--- config.mk ---
export PLATFORM = sky130hd
export DESIGN_NAME = link_rate_fallback_and_tx_backoff
export DESIGN_NICKNAME = d
export VERILOG_FILES = /design/src/sv/lrftb_pkg.sv /design/src/sv/link_rate_fallback_and_tx_backoff.sv
export SDC_FILE = /design/constraint.sdc
export NUM_CORES = 1
export LEC_CHECK = 0
export ABC_AREA = 0
export BUFFER_PORTS_ARGS = -buffer_cell sky130_fd_sc_hd__buf_4
export CAP_MARGIN = 10
export CORE_MARGIN = 5
export CORE_UTILIZATION = 35
export DETAILED_ROUTE_END_ITERATION = 8
export GPL_TIMING_DRIVEN = 0
export MAX_ROUTING_LAYER = met4
export RECOVER_POWER = 25
export SKIP_LAST_GASP = 1
export SLEW_MARGIN = 0
export SYNTH_ARGS = -nofsm -noshare
export SYNTH_HDL_FRONTEND = slang
export SYNTH_SLANG_ARGS = --single-unit
--- constraint.sdc ---
create_clock -name clk -period 6.7 [get_ports clk]
set_input_delay 2.01 -clock clk [delete_from_list [all_inputs] [get_ports clk]]
set_output_delay 2.01 -clock clk [all_outputs]
set_load 0.005 [all_outputs]
--- src/sv/lrftb_pkg.sv ---
`timescale 1ns / 1ps
`default_nettype none

package lrftb_pkg;

	// Event codes carried in the operation field.
	typedef enum logic [1:0] {
		OP_PRECHECK = 2'd0,
		OP_OUTCOME  = 2'd1,
		OP_RELOAD   = 2'd2,
		OP_CLEAR    = 2'd3
	} op_t;

	// Configuration register indexes.
	typedef enum logic [2:0] {
		REG_PREF_RATE = 3'd0,
		REG_TICK_HZ   = 3'd1,
		REG_CLIMB     = 3'd2,
		REG_DROP      = 3'd3,
		REG_FAILS     = 3'd4
	} reg_idx_t;

	localparam int unsigned CFG_IDX_W  = 3;
	localparam int unsigned CFG_DATA_W = 10;

	// Rate tiers.
	localparam logic [3:0] RATE_11M  = 4'd3;
	localparam logic [3:0] RATE_6M   = 4'd4;
	localparam logic [3:0] RATE_24M  = 4'd6;
	localparam logic [3:0] RATE_MCS0 = 4'd7;
	localparam logic [3:0] RATE_MCS3 = 4'd8;

	localparam logic [2:0] LEVEL_MAX = 3'd4;

	// Cooldown durations are multiples of 500 ms, so ms * hz / 1000 equals
	// (units * hz) / 2 with units counted in half seconds.
	localparam int unsigned TICKS_W = 14;

	typedef struct packed {
		op_t         operation;
		logic [31:0] now_ticks;
		logic        to_bridge_peer;
		logic        discovery;
		logic        delivered;
		logic        got_reply;
		logic        session_open;
		logic        link_ready;
	} evt_t;

	typedef struct packed {
		logic       send_allowed;
		logic [1:0] attempts_allowed;
		logic [3:0] current_rate;
		logic       rate_changed;
		logic       close_session;
		logic [2:0] cooldown_stage;
	} res_t;

	// Cooldown duration of a level, in half seconds.
	function automatic logic [4:0] cool_units(input logic [2:0] level);
		logic [4:0] u;
		case (level)
			3'd0:    u = 5'd1;
			3'd1:    u = 5'd2;
			3'd2:    u = 5'd4;
			3'd3:    u = 5'd10;
			default: u = 5'd30;
		endcase
		return u;
	endfunction

	// A preferred rate above the top tier acts as the 11M floor.
	function automatic logic [3:0] pref_eff(input logic [3:0] p);
		return (p > RATE_MCS3) ? RATE_11M : p;
	endfunction

	function automatic logic [3:0] tier_down(input logic [3:0] r);
		logic [3:0] t;
		if (r >= RATE_MCS3) begin
			t = RATE_MCS0;
		end else if (r == RATE_MCS0) begin
			t = RATE_24M;
		end else if (r > RATE_11M) begin
			t = r - 4'd1;
		end else begin
			t = RATE_11M;
		end
		return t;
	endfunction

	function automatic logic [3:0] tier_up(input logic [3:0] r, input logic [3:0] p);
		logic [3:0] t;
		if (r >= p) begin
			t = p;
		end else if (r == RATE_MCS0) begin
			t = (p >= RATE_MCS3) ? RATE_MCS3 : p;
		end else if (r >= RATE_6M && r < RATE_MCS0) begin
			t = r + 4'd1;
		end else if (r < RATE_6M) begin
			t = RATE_6M;
		end else begin
			t = p;
		end
		return t;
	endfunction

endpackage

`default_nettype wire

--- src/sv/link_rate_fallback_and_tx_backoff.sv ---
`timescale 1ns / 1ps
`default_nettype none

// Link rate fallback and transmit backoff. Each transfer on the event channel
// is one event (pre-send check, send outcome, peer reload or cooldown clear)
// and yields exactly one result transfer, in order. The block takes one event
// per clock cycle unless stalled; each event is held in the event register,
// then its result in the result register, which offers it on the output. The
// event side is stalled only while a result waits at the output and the event
// register is full. The per-cycle rate is set by the state update loop: the
// streak counters, the rate tier and the cooldown end tick are read and
// written back in the same cycle so the next event sees them. Cooldown
// lengths come from tick_rate_hz by a small constant multiply and a shift, no
// divider. The cooldown end tick is TICK_BITS wide and wraps at that width;
// the incoming tick count is truncated to it when TICK_BITS is below 32.
// Configuration writes take effect at once and must only be made while no
// event is in flight.
module link_rate_fallback_and_tx_backoff
	import lrftb_pkg::*;
#(
	parameter int unsigned TICK_BITS = 32	// 16 to 64
) (
	input  wire logic                  clk,
	input  wire logic                  arst_n,
	input  wire logic                  cfg_we,
	input  wire logic [CFG_IDX_W-1:0]  cfg_idx,
	input  wire logic [CFG_DATA_W-1:0] cfg_wdata,
	input  wire logic                  evt_valid,
	output logic                       evt_stall,
	input  wire evt_t                  evt,
	output logic                       res_valid,
	input  wire logic                  res_stall,
	output res_t                       res
);

	// Configuration registers.
	logic [3:0] pref_q;
	logic [9:0] tick_hz_q;
	logic [7:0] climb_q;
	logic [7:0] drop_q;
	logic [7:0] fails_q;

	// Event register and result register.
	evt_t evt_s1;
	logic vld_s1;
	res_t res_q;
	logic res_vld_q;

	// Adaptation state.
	logic [3:0]           rate_q, rate_d;
	logic [7:0]           rf_q, rf_d;
	logic [7:0]           rok_q, rok_d;
	logic [7:0]           txf_q, txf_d;
	logic [2:0]           lvl_q, lvl_d;
	logic [TICK_BITS-1:0] end_q, end_d;

	logic advance;
	logic fire;

	logic [TICK_BITS+31:0] now_ext;
	logic [TICK_BITS-1:0]  now_tk;
	logic                  cooling;
	logic                  cnc;
	logic                  ok;
	logic [3:0]            pref_e;
	logic [7:0]            rok_inc;
	logic [7:0]            rf_inc;
	logic [7:0]            txf_inc;
	logic [2:0]            lvl_up;
	logic [14:0]           cool_prod;
	logic [TICKS_W-1:0]    cool_ticks;

	logic       allowed;
	logic [1:0] attempts;
	logic       stop;
	logic       changed;
	logic       apply_req;
	logic [3:0] target;

	// The result register frees up when it is empty or its transfer completes.
	assign advance   = !res_vld_q || !res_stall;
	assign fire      = vld_s1 && advance;
	assign evt_stall = vld_s1 && !advance;
	assign res_valid = res_vld_q;
	assign res       = res_q;

	// Tick count cut or extended to the cooldown tick width.
	assign now_ext = {{TICK_BITS{1'b0}}, evt_s1.now_ticks};
	assign now_tk  = now_ext[TICK_BITS-1:0];

	// A zero end tick means no cooldown; the compare does not wrap.
	assign cooling = (end_q != '0) && (now_tk < end_q);
	assign cnc     = evt_s1.to_bridge_peer && !evt_s1.discovery;
	assign ok      = !evt_s1.discovery && evt_s1.delivered;
	assign pref_e  = pref_eff(pref_q);

	assign rok_inc = rok_q + 8'd1;
	assign rf_inc  = rf_q + 8'd1;
	assign txf_inc = txf_q + 8'd1;
	assign lvl_up  = (lvl_q < LEVEL_MAX) ? lvl_q + 3'd1 : lvl_q;

	// Cooldown length in ticks for the escalated level.
	assign cool_prod  = 15'(cool_units(lvl_up)) * 15'(tick_hz_q);
	assign cool_ticks = cool_prod[14:1];

	always_comb begin
		rate_d    = rate_q;
		rf_d      = rf_q;
		rok_d     = rok_q;
		txf_d     = txf_q;
		lvl_d     = lvl_q;
		end_d     = end_q;
		allowed   = 1'b0;
		attempts  = 2'd0;
		stop      = 1'b0;
		changed   = 1'b0;
		apply_req = 1'b0;
		target    = rate_q;
		case (evt_s1.operation)
			OP_PRECHECK: begin
				// Bridge traffic other than discovery waits out a cooldown.
				allowed  = !(cnc && cooling);
				attempts = (evt_s1.discovery || txf_q != '0 || lvl_q != '0) ?
					2'd1 : 2'd2;
			end
			OP_OUTCOME: begin
				// Only bridge sends adapt the rate; discovery counts as failed.
				if (evt_s1.to_bridge_peer) begin
					if (ok) begin
						rf_d = '0;
						if (rate_q >= pref_e) begin
							rok_d = '0;
						end else if (rok_inc >= climb_q) begin
							rok_d     = '0;
							apply_req = 1'b1;
							target    = tier_up(rate_q, pref_e);
						end else begin
							rok_d = rok_inc;
						end
					end else begin
						rok_d = '0;
						// No fallback while backing off, nor below the 6M tier.
						if (lvl_q == '0 && !cooling && rate_q >= RATE_6M) begin
							if (rf_inc >= drop_q) begin
								rf_d      = '0;
								apply_req = 1'b1;
								target    = tier_down(rate_q);
							end else begin
								rf_d = rf_inc;
							end
						end
					end
				end
				// Backoff escalation for bridge sends that are not discovery.
				if (cnc) begin
					if (evt_s1.delivered) begin
						txf_d = '0;
						lvl_d = '0;
						end_d = '0;
					end else if (evt_s1.got_reply) begin
						if (txf_inc >= fails_q) begin
							txf_d = '0;
							lvl_d = lvl_up;
							end_d = now_tk + TICK_BITS'(cool_ticks);
							stop  = evt_s1.session_open;
						end else begin
							txf_d = txf_inc;
						end
					end else begin
						stop = evt_s1.session_open;
					end
				end
				// A rate command only goes out when the link can take it.
				changed = apply_req && evt_s1.link_ready && (target != rate_q);
				if (changed) begin
					rate_d = target;
				end
			end
			OP_RELOAD: begin
				rate_d  = pref_e;
				rf_d    = '0;
				rok_d   = '0;
				changed = evt_s1.link_ready;
			end
			OP_CLEAR: begin
				txf_d = '0;
				lvl_d = '0;
				end_d = '0;
			end
			default: begin
			end
		endcase
	end

	always_ff @(posedge clk or negedge arst_n) begin
		if (!arst_n) begin
			pref_q    <= RATE_11M;
			tick_hz_q <= 10'd1000;
			climb_q   <= 8'd32;
			drop_q    <= 8'd3;
			fails_q   <= 8'd2;
			vld_s1    <= 1'b0;
			res_vld_q <= 1'b0;
			rate_q    <= RATE_11M;
			rf_q      <= '0;
			rok_q     <= '0;
			txf_q     <= '0;
			lvl_q     <= '0;
			end_q     <= '0;
		end else begin
			if (cfg_we) begin
				case (cfg_idx)
					REG_PREF_RATE: pref_q    <= cfg_wdata[3:0];
					REG_TICK_HZ:   tick_hz_q <= cfg_wdata;
					REG_CLIMB:     climb_q   <= cfg_wdata[7:0];
					REG_DROP:      drop_q    <= cfg_wdata[7:0];
					REG_FAILS:     fails_q   <= cfg_wdata[7:0];
					default: begin
					end
				endcase
			end
			if (evt_valid && !evt_stall) begin
				vld_s1 <= 1'b1;
			end else if (advance) begin
				vld_s1 <= 1'b0;
			end
			if (fire) begin
				res_vld_q <= 1'b1;
			end else if (!res_stall) begin
				res_vld_q <= 1'b0;
			end
			if (fire) begin
				rate_q <= rate_d;
				rf_q   <= rf_d;
				rok_q  <= rok_d;
				txf_q  <= txf_d;
				lvl_q  <= lvl_d;
				end_q  <= end_d;
			end
		end
	end

	always_ff @(posedge clk) begin
		if (evt_valid && !evt_stall) begin
			evt_s1 <= evt;
		end
		if (fire) begin
			res_q.send_allowed     <= allowed;
			res_q.attempts_allowed <= attempts;
			res_q.current_rate     <= rate_d;
			res_q.rate_changed     <= changed;
			res_q.close_session    <= stop;
			res_q.cooldown_stage   <= lvl_d;
		end
	end

endmodule

`default_nettype wire

==> impl_metrics.tcl, run 1 <==
set metrics [dict create \
    setup_viol 0 \
    via_count 8285 \
    drc 0 \
    io_pins 72 \
    antenna_found_initial 0 \
    fillCellCount 2964 \
    grt_max_degree 91 \
    drive_gt1_share_pct 15.31 \
    nNetsFinal 1408 \
    crit_required_ps 7000 \
    synthFlopType "dfrtp_1" \
    io_buffers 71 \
    crit_path_end_kind "register" \
    final.setup.worst_slack_ps 350.3 \
    chipHeight_um 185.4 \
    final.setup.tns_ps 0 \
    seq_area_frac_synth_pct 38.59 \
    syn_avg_cell_area_um2 9.617 \
    core_area_um2 30510 \
    grt_pass1_vias 8227 \
    syn_inst 1120 \
    dr.first_iter.drc_count 470 \
    ys_async_sr_fraction_pct 66.45 \
    violations "max-capacitance violations, max-slew violations" \
    mostFrequentLayoutCells "nand2_1, inv_1, ha_1, dfrtp_1, o21ai_0" \
    final_common_cell "nand2_1" \
    routedWlPerCell_um 16.40 \
    netlist.area_leader.share_pct 20.68 \
    p_leak_nw 5.508 \
    die-area_um2 34380 \
    crit_arrival_ps 6650 \
    start_util_pct 35.31 \
    syn2layout_area_growth_pct 16.77 \
    num_rows 64 \
    ys_seq_elements 155 \
    rsz0062_at_grt "false" \
    gp_congestion 0.8947 \
    fin_crit_ps 6350 \
    syn_nets 1313 \
    cts_root_buf "clkbuf_16" \
    ys_types 77 \
    place_inst 1589 \
    htreeDepth 4 \
    hold_viol 0 \
    grt_pass1_wl_um 43620 \
    yosysTopAreaCell "dfrtp_1" \
    placed_area_um2 11850 \
    worst_slew_pin_slew_ps 2396 \
    first_pass_iters 7 \
    hold_class "reg -> reg" \
    clockBufferDepth 2 \
    finalCritPeriodShare_pct 94.77 \
    dpl.hpwl_um 20020 \
    wl_um 26630 \
    ant_nets 0 \
    worst-path-max-fanout 10 \
    cts_sinks 155 \
    viasPerCell 5.102 \
    clkTransAtPathRegs_ps 80 \
    clk_latency_ps 450 \
    ir_worst_vdd_mv 0.4109 \
    synth.area.top_cells "dfrtp_1, edfxtp_1, ha_1" \
    numCtsBuffers 17 \
    stdcell_area_um2 12580 \
    fin_util_pct 41.23 \
    max_cap_viol_count 1 \
    chipWidth_um 185.4 \
    fmax_mhz 157.5 \
    grt_overflow 0 \
    relSlewSlack_pct -59.71 \
    fin_cells 1624 \
    synth_warnings 0 \
    drv_slew 91 \
    p_per_area_nw_per_um2 524.5 \
    finClkSkew_ps 15.66 \
    synth_edf_count 52 \
    diodes 0 \
    grtUsageTotal_pct 16.57 \
    cts_tree "done" \
    outcome "complete, but fails checks" \
    dpl_worst_slack_ps -440.1 \
    worst-setup-path-type "reg -> reg" \
    cp-start-kind "register" \
    netlist_area_um2 10770 \
]
## final timing paths
| kind | from | to | slack [ps] | cells past startpoint |
|---|---|---|---|---|
| worst max-delay path | lvl_q[0]$_DFFE_PN0P_ | end_q[28]$_DFFE_PN0P_ | 350 | 27 |
| worst min-delay path | vld_s1$_DFFE_PN0P_ | res_valid$_DFFE_PN0P_ | 500 | 1 |
| worst max register to register | lvl_q[0]$_DFFE_PN0P_ | end_q[28]$_DFFE_PN0P_ | 350 | 27 |
| worst min register to register | vld_s1$_DFFE_PN0P_ | res_valid$_DFFE_PN0P_ | 500 | 1 |
| max in group asynchronous | arst_n | lvl_q[1]$_DFFE_PN0P_ | 2050 | 2 |
| min in group asynchronous | arst_n | rate_q[2]$_DFFE_PN0P_ | 1650 | 1 |
## registers in the layout, indices dropped and copies added, names as in the netlist
signal / flops
rf_q: 8
rok_q: 8
lvl_q: 3
climb_q: 8
pref_q: 4
rate_q: 4
res_valid: 1
end_q: 32
vld_s1: 1
txf_q: 8
drop_q: 8
res: 12
evt_s1: 8
tick_hz_q: 10
fails_q: 8
now_tk: 32
## routing by layer
layer	wire length, um	up-vias	global-route usage, %	share of wire, %
li1	-	4125	-	-
met1	12710	3975	22.63	48
met2	12180	152	24.79	46
met3	1073	33	3.123	4.0
met4	675	0	5.696	2.5
met5	0	-	-	0
## cells by family after synthesis
family,count (synthesis),share of synthesized area (%)
buf+inv,139,4.983
fa+ha+maj,135,17.42
compound gates,234,14.08
simple gates,370,17.21
mux,29,2.997
flops,155,38.59
xor+xnor,58,4.716
## what timing repair did
action | CTS | global route
setup buffers | 1 | 4
setup endpoints to repair | 13 | 19
hold buffers | 0 | 0
pin swaps | 1 | 2
gates resized for setup | 4 | 18
## synthesized netlist by cell type (5+ instances only)
cell type and number:
nor3_1 14, nand4_1 10, nor3b_1 5, clkbuf_1 18
edfxtp_1 52, nor4_1 10, inv_1 113, o21a_1 5
a211oi_1 5, xor2_1 20, and2_1 29, o21ai_0 83
nor2_1 58, ha_1 110, dfrtp_1 89, nor2b_1 22
a21o_1 12, o22ai_1 7, xnor2_1 38, a21oi_1 45
mux2_2 26, dfstp_2 14, a22o_1 17, nand2_1 129
a31oi_1 8, nand2b_1 17, nand3_1 36, fa_1 25
and3_1 11
## cell type report
class | instances | area, um2 | area share (%)
Buffer | 22 | 97.59 | 0.7759
Clock buffer | 19 | 475.5 | 3.780
Clock inverter | 13 | 140.1 | 1.114
Inverter | 115 | 431.7 | 3.432
Multi-Input combinational cell | 826 | 6193 | 49.24
Sequential cell | 155 | 4159 | 33.06
Tap cell | 396 | 495.5 | 3.939
Timing Repair Buffer | 78 | 585.6 | 4.655
## critical path: stages (launching register included)
cell and delay (ps):
dfrtp_2 450, ha_1 240, or2_2 380, and2_1 210, fa_1 500, fa_1 540
inv_1 50, fa_1 530, inv_1 40, ha_1 330, a21oi_2 170, o21bai_1 100
a21oi_2 170, nor2b_1 80, o2111ai_1 180, nand3_1 130, o41a_1 370, xnor2_2 310
ha_4 270, a21oi_2 200, nand2_2 110, a21oi_2 140, a21oi_2 60, o31ai_4 60
buf_4 200, nand2b_1 130, xor2_1 140, o21ai_0 90
## power breakdown
part / internal (mW) / switching, mW / leakage (nW)
clock: 0.573 / 0.464 / 0.303
sequential: 1.15 / 0.138 / 1.80
combinational: 1.86 / 2.41 / 3.40
total: 3.58 / 3.01 / 5.51
## metrics by stage
step / total power, mW / hold slack [ps]
5_1_grt: 7.278 / 505.3
2_1_floorplan: 4.318 / 457.4
3_3_place_gp: 5.110 / 471.3
4_1_cts: 6.483 / 489.2
3_5_place_dp: 5.208 / 473.5
6_report: 6.597 / 501.1
No activity file was read; power rests on OpenSTA's default activity.
==> inputs of run 2 (changes only) <==
- ABC_AREA: 0 -> 1
==> impl_metrics.tcl, run 2 <==
set metrics [dict create \
    chipWidth_um 185.7 \
    rr_worst_depth 32 \
    mostFrequentLayoutCells "nand2_1, inv_1, nor2_1, ha_1, dfrtp_1" \
    viasPerCell 4.748 \
    numCtsBuffers 17 \
    ys_types 49 \
    antenna_found_initial 0 \
    synthFlopType "dfrtp_1" \
    num_rows 64 \
    cts_tree "done" \
    diodes 0 \
    first_pass_iters 4 \
    syn2layout_area_growth_pct 16.15 \
    grt_max_degree 69 \
    power_frac_clock_pct 27.2 \
    critical-path-slowest-cell "fa_1" \
    switchingPower_mw 1.238 \
    cts_sinks 155 \
    synth_warnings 0 \
    setup_viol 0 \
    finalCritPeriodShare_pct 93.87 \
    cts_root_buf "clkbuf_16" \
    chipHeight_um 185.7 \
    clockBufferDepth 2 \
    htreeDepth 4 \
    fin_cells 1773 \
    crit_arrival_ps 6600 \
    place_inst 1734 \
    violations "max-capacitance violations, max-slew violations" \
    worst-setup-path-type "reg -> reg" \
    grt_pass1_wl_um 42240 \
    yosysTopAreaCell "dfrtp_1" \
    yosysMostFrequentCell "nand2_1" \
    netlist_area_um2 10810 \
    drc 0 \
    critPathMaxStageDelay_ps 550 \
    ys_seq_elements 155 \
    grt_overflow 0 \
    rr_endpoint "end_q[28]$_DFFE_PN0P_" \
    p_int_mw 2.195 \
    grt_pass1_vias 8640 \
    holdPathStages 2 \
    ant_nets 0 \
    p_leak_nw 6.177 \
    ir_worst_vdd_mv 0.1937 \
    clk_latency_ps 440 \
    fin_crit_ps 6289 \
    synth_edf_count 52 \
    hold_buffers 0 \
    dr.first_iter.drc_count 467 \
    hold_viol 0 \
    io_buffers 71 \
    max_cap_viol_count 1 \
    routedWlPerCell_um 14.41 \
    finClkSkew_ps 9.211 \
    worst_path_most_repeated_cell "a21oi_1" \
    syn_nets 1458 \
    drv_slew 36 \
    cp-start-kind "register" \
    io_pins 72 \
    yosys-top-cells-count "nand2_1, inv_1, nor2_1, ha_1, dfrtp_1" \
    crit_required_ps 7010 \
    relSlewSlack_pct -48.29 \
    ys_async_sr_fraction_pct 66.45 \
    crit_path_end_kind "register" \
    drive_gt1_share_pct 14.09 \
    die-area_um2 34490 \
    netlist.area_leader.share_pct 20.61 \
    final_common_cell "nand2_1" \
    nNetsFinal 1557 \
    syn_inst 1265 \
    seq_area_frac_synth_pct 38.46 \
    hold_class "reg -> reg" \
    wl_um 25550 \
    p_comb_share_pct 34.9 \
    fin_util_pct 41.14 \
    sw_frac_of_total_pct 36.07 \
    gp_congestion 0.9131 \
    critPathLaunch "lvl_q[0]$_DFFE_PN0P_" \
    rr_startpoint "lvl_q[0]$_DFFE_PN0P_" \
    timing.reg2reg.setup_slack_ps 410 \
    sequentialPowerShare_pct 37.9 \
    grtUsageTotal_pct 15.84 \
    min_from "vld_s1$_DFFE_PN0P_" \
    worst-path-max-fanout 5 \
    outcome "complete, but fails checks" \
    p_per_area_nw_per_um2 273.5 \
    dpl.hpwl_um 19510 \
    clkTransAtPathRegs_ps 60 \
    synth.area.top_cells "dfrtp_1, edfxtp_1, ha_1" \
    syn_avg_cell_area_um2 8.543 \
    start_util_pct 35.42 \
    rsz0062_at_grt "true" \
    hold_end "res_valid$_DFFE_PN0P_" \
    worst_slew_pin_slew_ps 2224 \
    via_count 8418 \
    core_area_um2 30510 \
    fmax_mhz 159.0 \
]
run 2: cell count changes after synthesis, moves of 18 or more:
cell     before  now
o21ai_1       3   21
nor2b_1      22    0
o22ai_2       0   20
nand2_1     129  230
xnor2_1      38    7
inv_1       113  222
a21oi_1      45   70
nor2_1       58  112
and2_1       29    5
mux2_2       26    0
xor2_1       20   44
run 2: how the worst max path moves through the flow:
| stage | slack, ps | cells past startpoint | to |
|---|---|---|---|
| after floorplan | 640 | 33 | end_q[27]$_DFFE_PN0P_ |
| after global placement | -520 | 31 | end_q[28]$_DFFE_PN0P_ |
| after detailed placement | -480 | 31 | end_q[28]$_DFFE_PN0P_ |
| after CTS | 90 | 34 | end_q[27]$_DFFE_PN0P_ |
| after global routing | -120 | 34 | end_q[26]$_DFFE_PN0P_ |
| final | 410 | 32 | end_q[28]$_DFFE_PN0P_ |
run 2: worst max-delay path: cells and delay by family (launching register included):
kind,cells,cell delay [ps]
adder cells (fa/ha/maj),6,2470
AO/OA/AOI/OAI,10,1630
AND/OR/NAND/NOR,9,830
XOR/XNOR,2,450
flip-flops,1,440
buffers and inverters,5,340
run 2: final cells by class:
| type | instances | area (um2) |
|---|---|---|
| Fill cell | 3071 | 17960 |
| Multi-Input combinational cell | 860 | 5744 |
| Sequential cell | 155 | 4158 |
| Inverter | 235 | 893.4 |
| Timing Repair Buffer | 80 | 618.1 |
| Tap cell | 396 | 495.5 |
| Clock buffer | 19 | 432.9 |
| Clock inverter | 13 | 127.6 |
| Buffer | 15 | 82.58 |
run 2: power groups by stage:
stage	clock network (mW)	registers [mW]	logic [mW]
2_1_floorplan	0	1.28	0.904
3_3_place_gp	0	1.32	1.16
3_5_place_dp	0	1.32	1.19
4_1_cts	0.959	1.30	1.21
5_1_grt	1.00	1.32	1.40
6_report	0.933	1.30	1.20
run 2: metal layers:
metal / up-vias / GRT usage, % / share of wire (%)
met5: - / - / 0
met4: 0 / 5.217 / 1.9
met3: 29 / 2.619 / 3.7
met2: 141 / 25.58 / 48
met1: 3913 / 20.38 / 47
li1: 4335 / - / -
run 2: repair_timing:
item / 4_1_cts / 5_1_grt
endpoints found under the hold margin: 0 / 0
buffers inserted: 0 / 7
pin swaps: 0 / 6
gates resized for setup: 4 / 12
setup endpoints to repair: 19 / 18
run 2: logic make-up (layout without fill, tap and decap cells):
kind of cell	Yosys count	in the layout	share of synthesized area, %
AOI/OAI and AO/OA	223	223	12.89
xor gates and xnor gates	51	51	4.133
adders and majority gates	135	135	17.37
buffers and inverters	250	362	8.973
DFF	155	155	38.46
muxes	5	5	0.4631
and+or+nand+nor	446	446	17.71
run 2: stage by stage:
step / setup slack (ps) / power [mW] / setup TNS (ps) / hold slack (ps) / cell area [um2]
2_1_floorplan: 639.6 / 2.180 / 0 / 436.5 / 10810
3_3_place_gp: -517.5 / 2.476 / -6799 / 454.0 / 11840
3_5_place_dp: -483.8 / 2.509 / -6614 / 460.6 / 11880
4_1_cts: 89.79 / 3.467 / 0 / 474.5 / 12460
5_1_grt: -123.3 / 3.725 / -374.5 / 490.8 / 12550
6_report: 410.9 / 3.433 / 0 / 466.7 / 12550
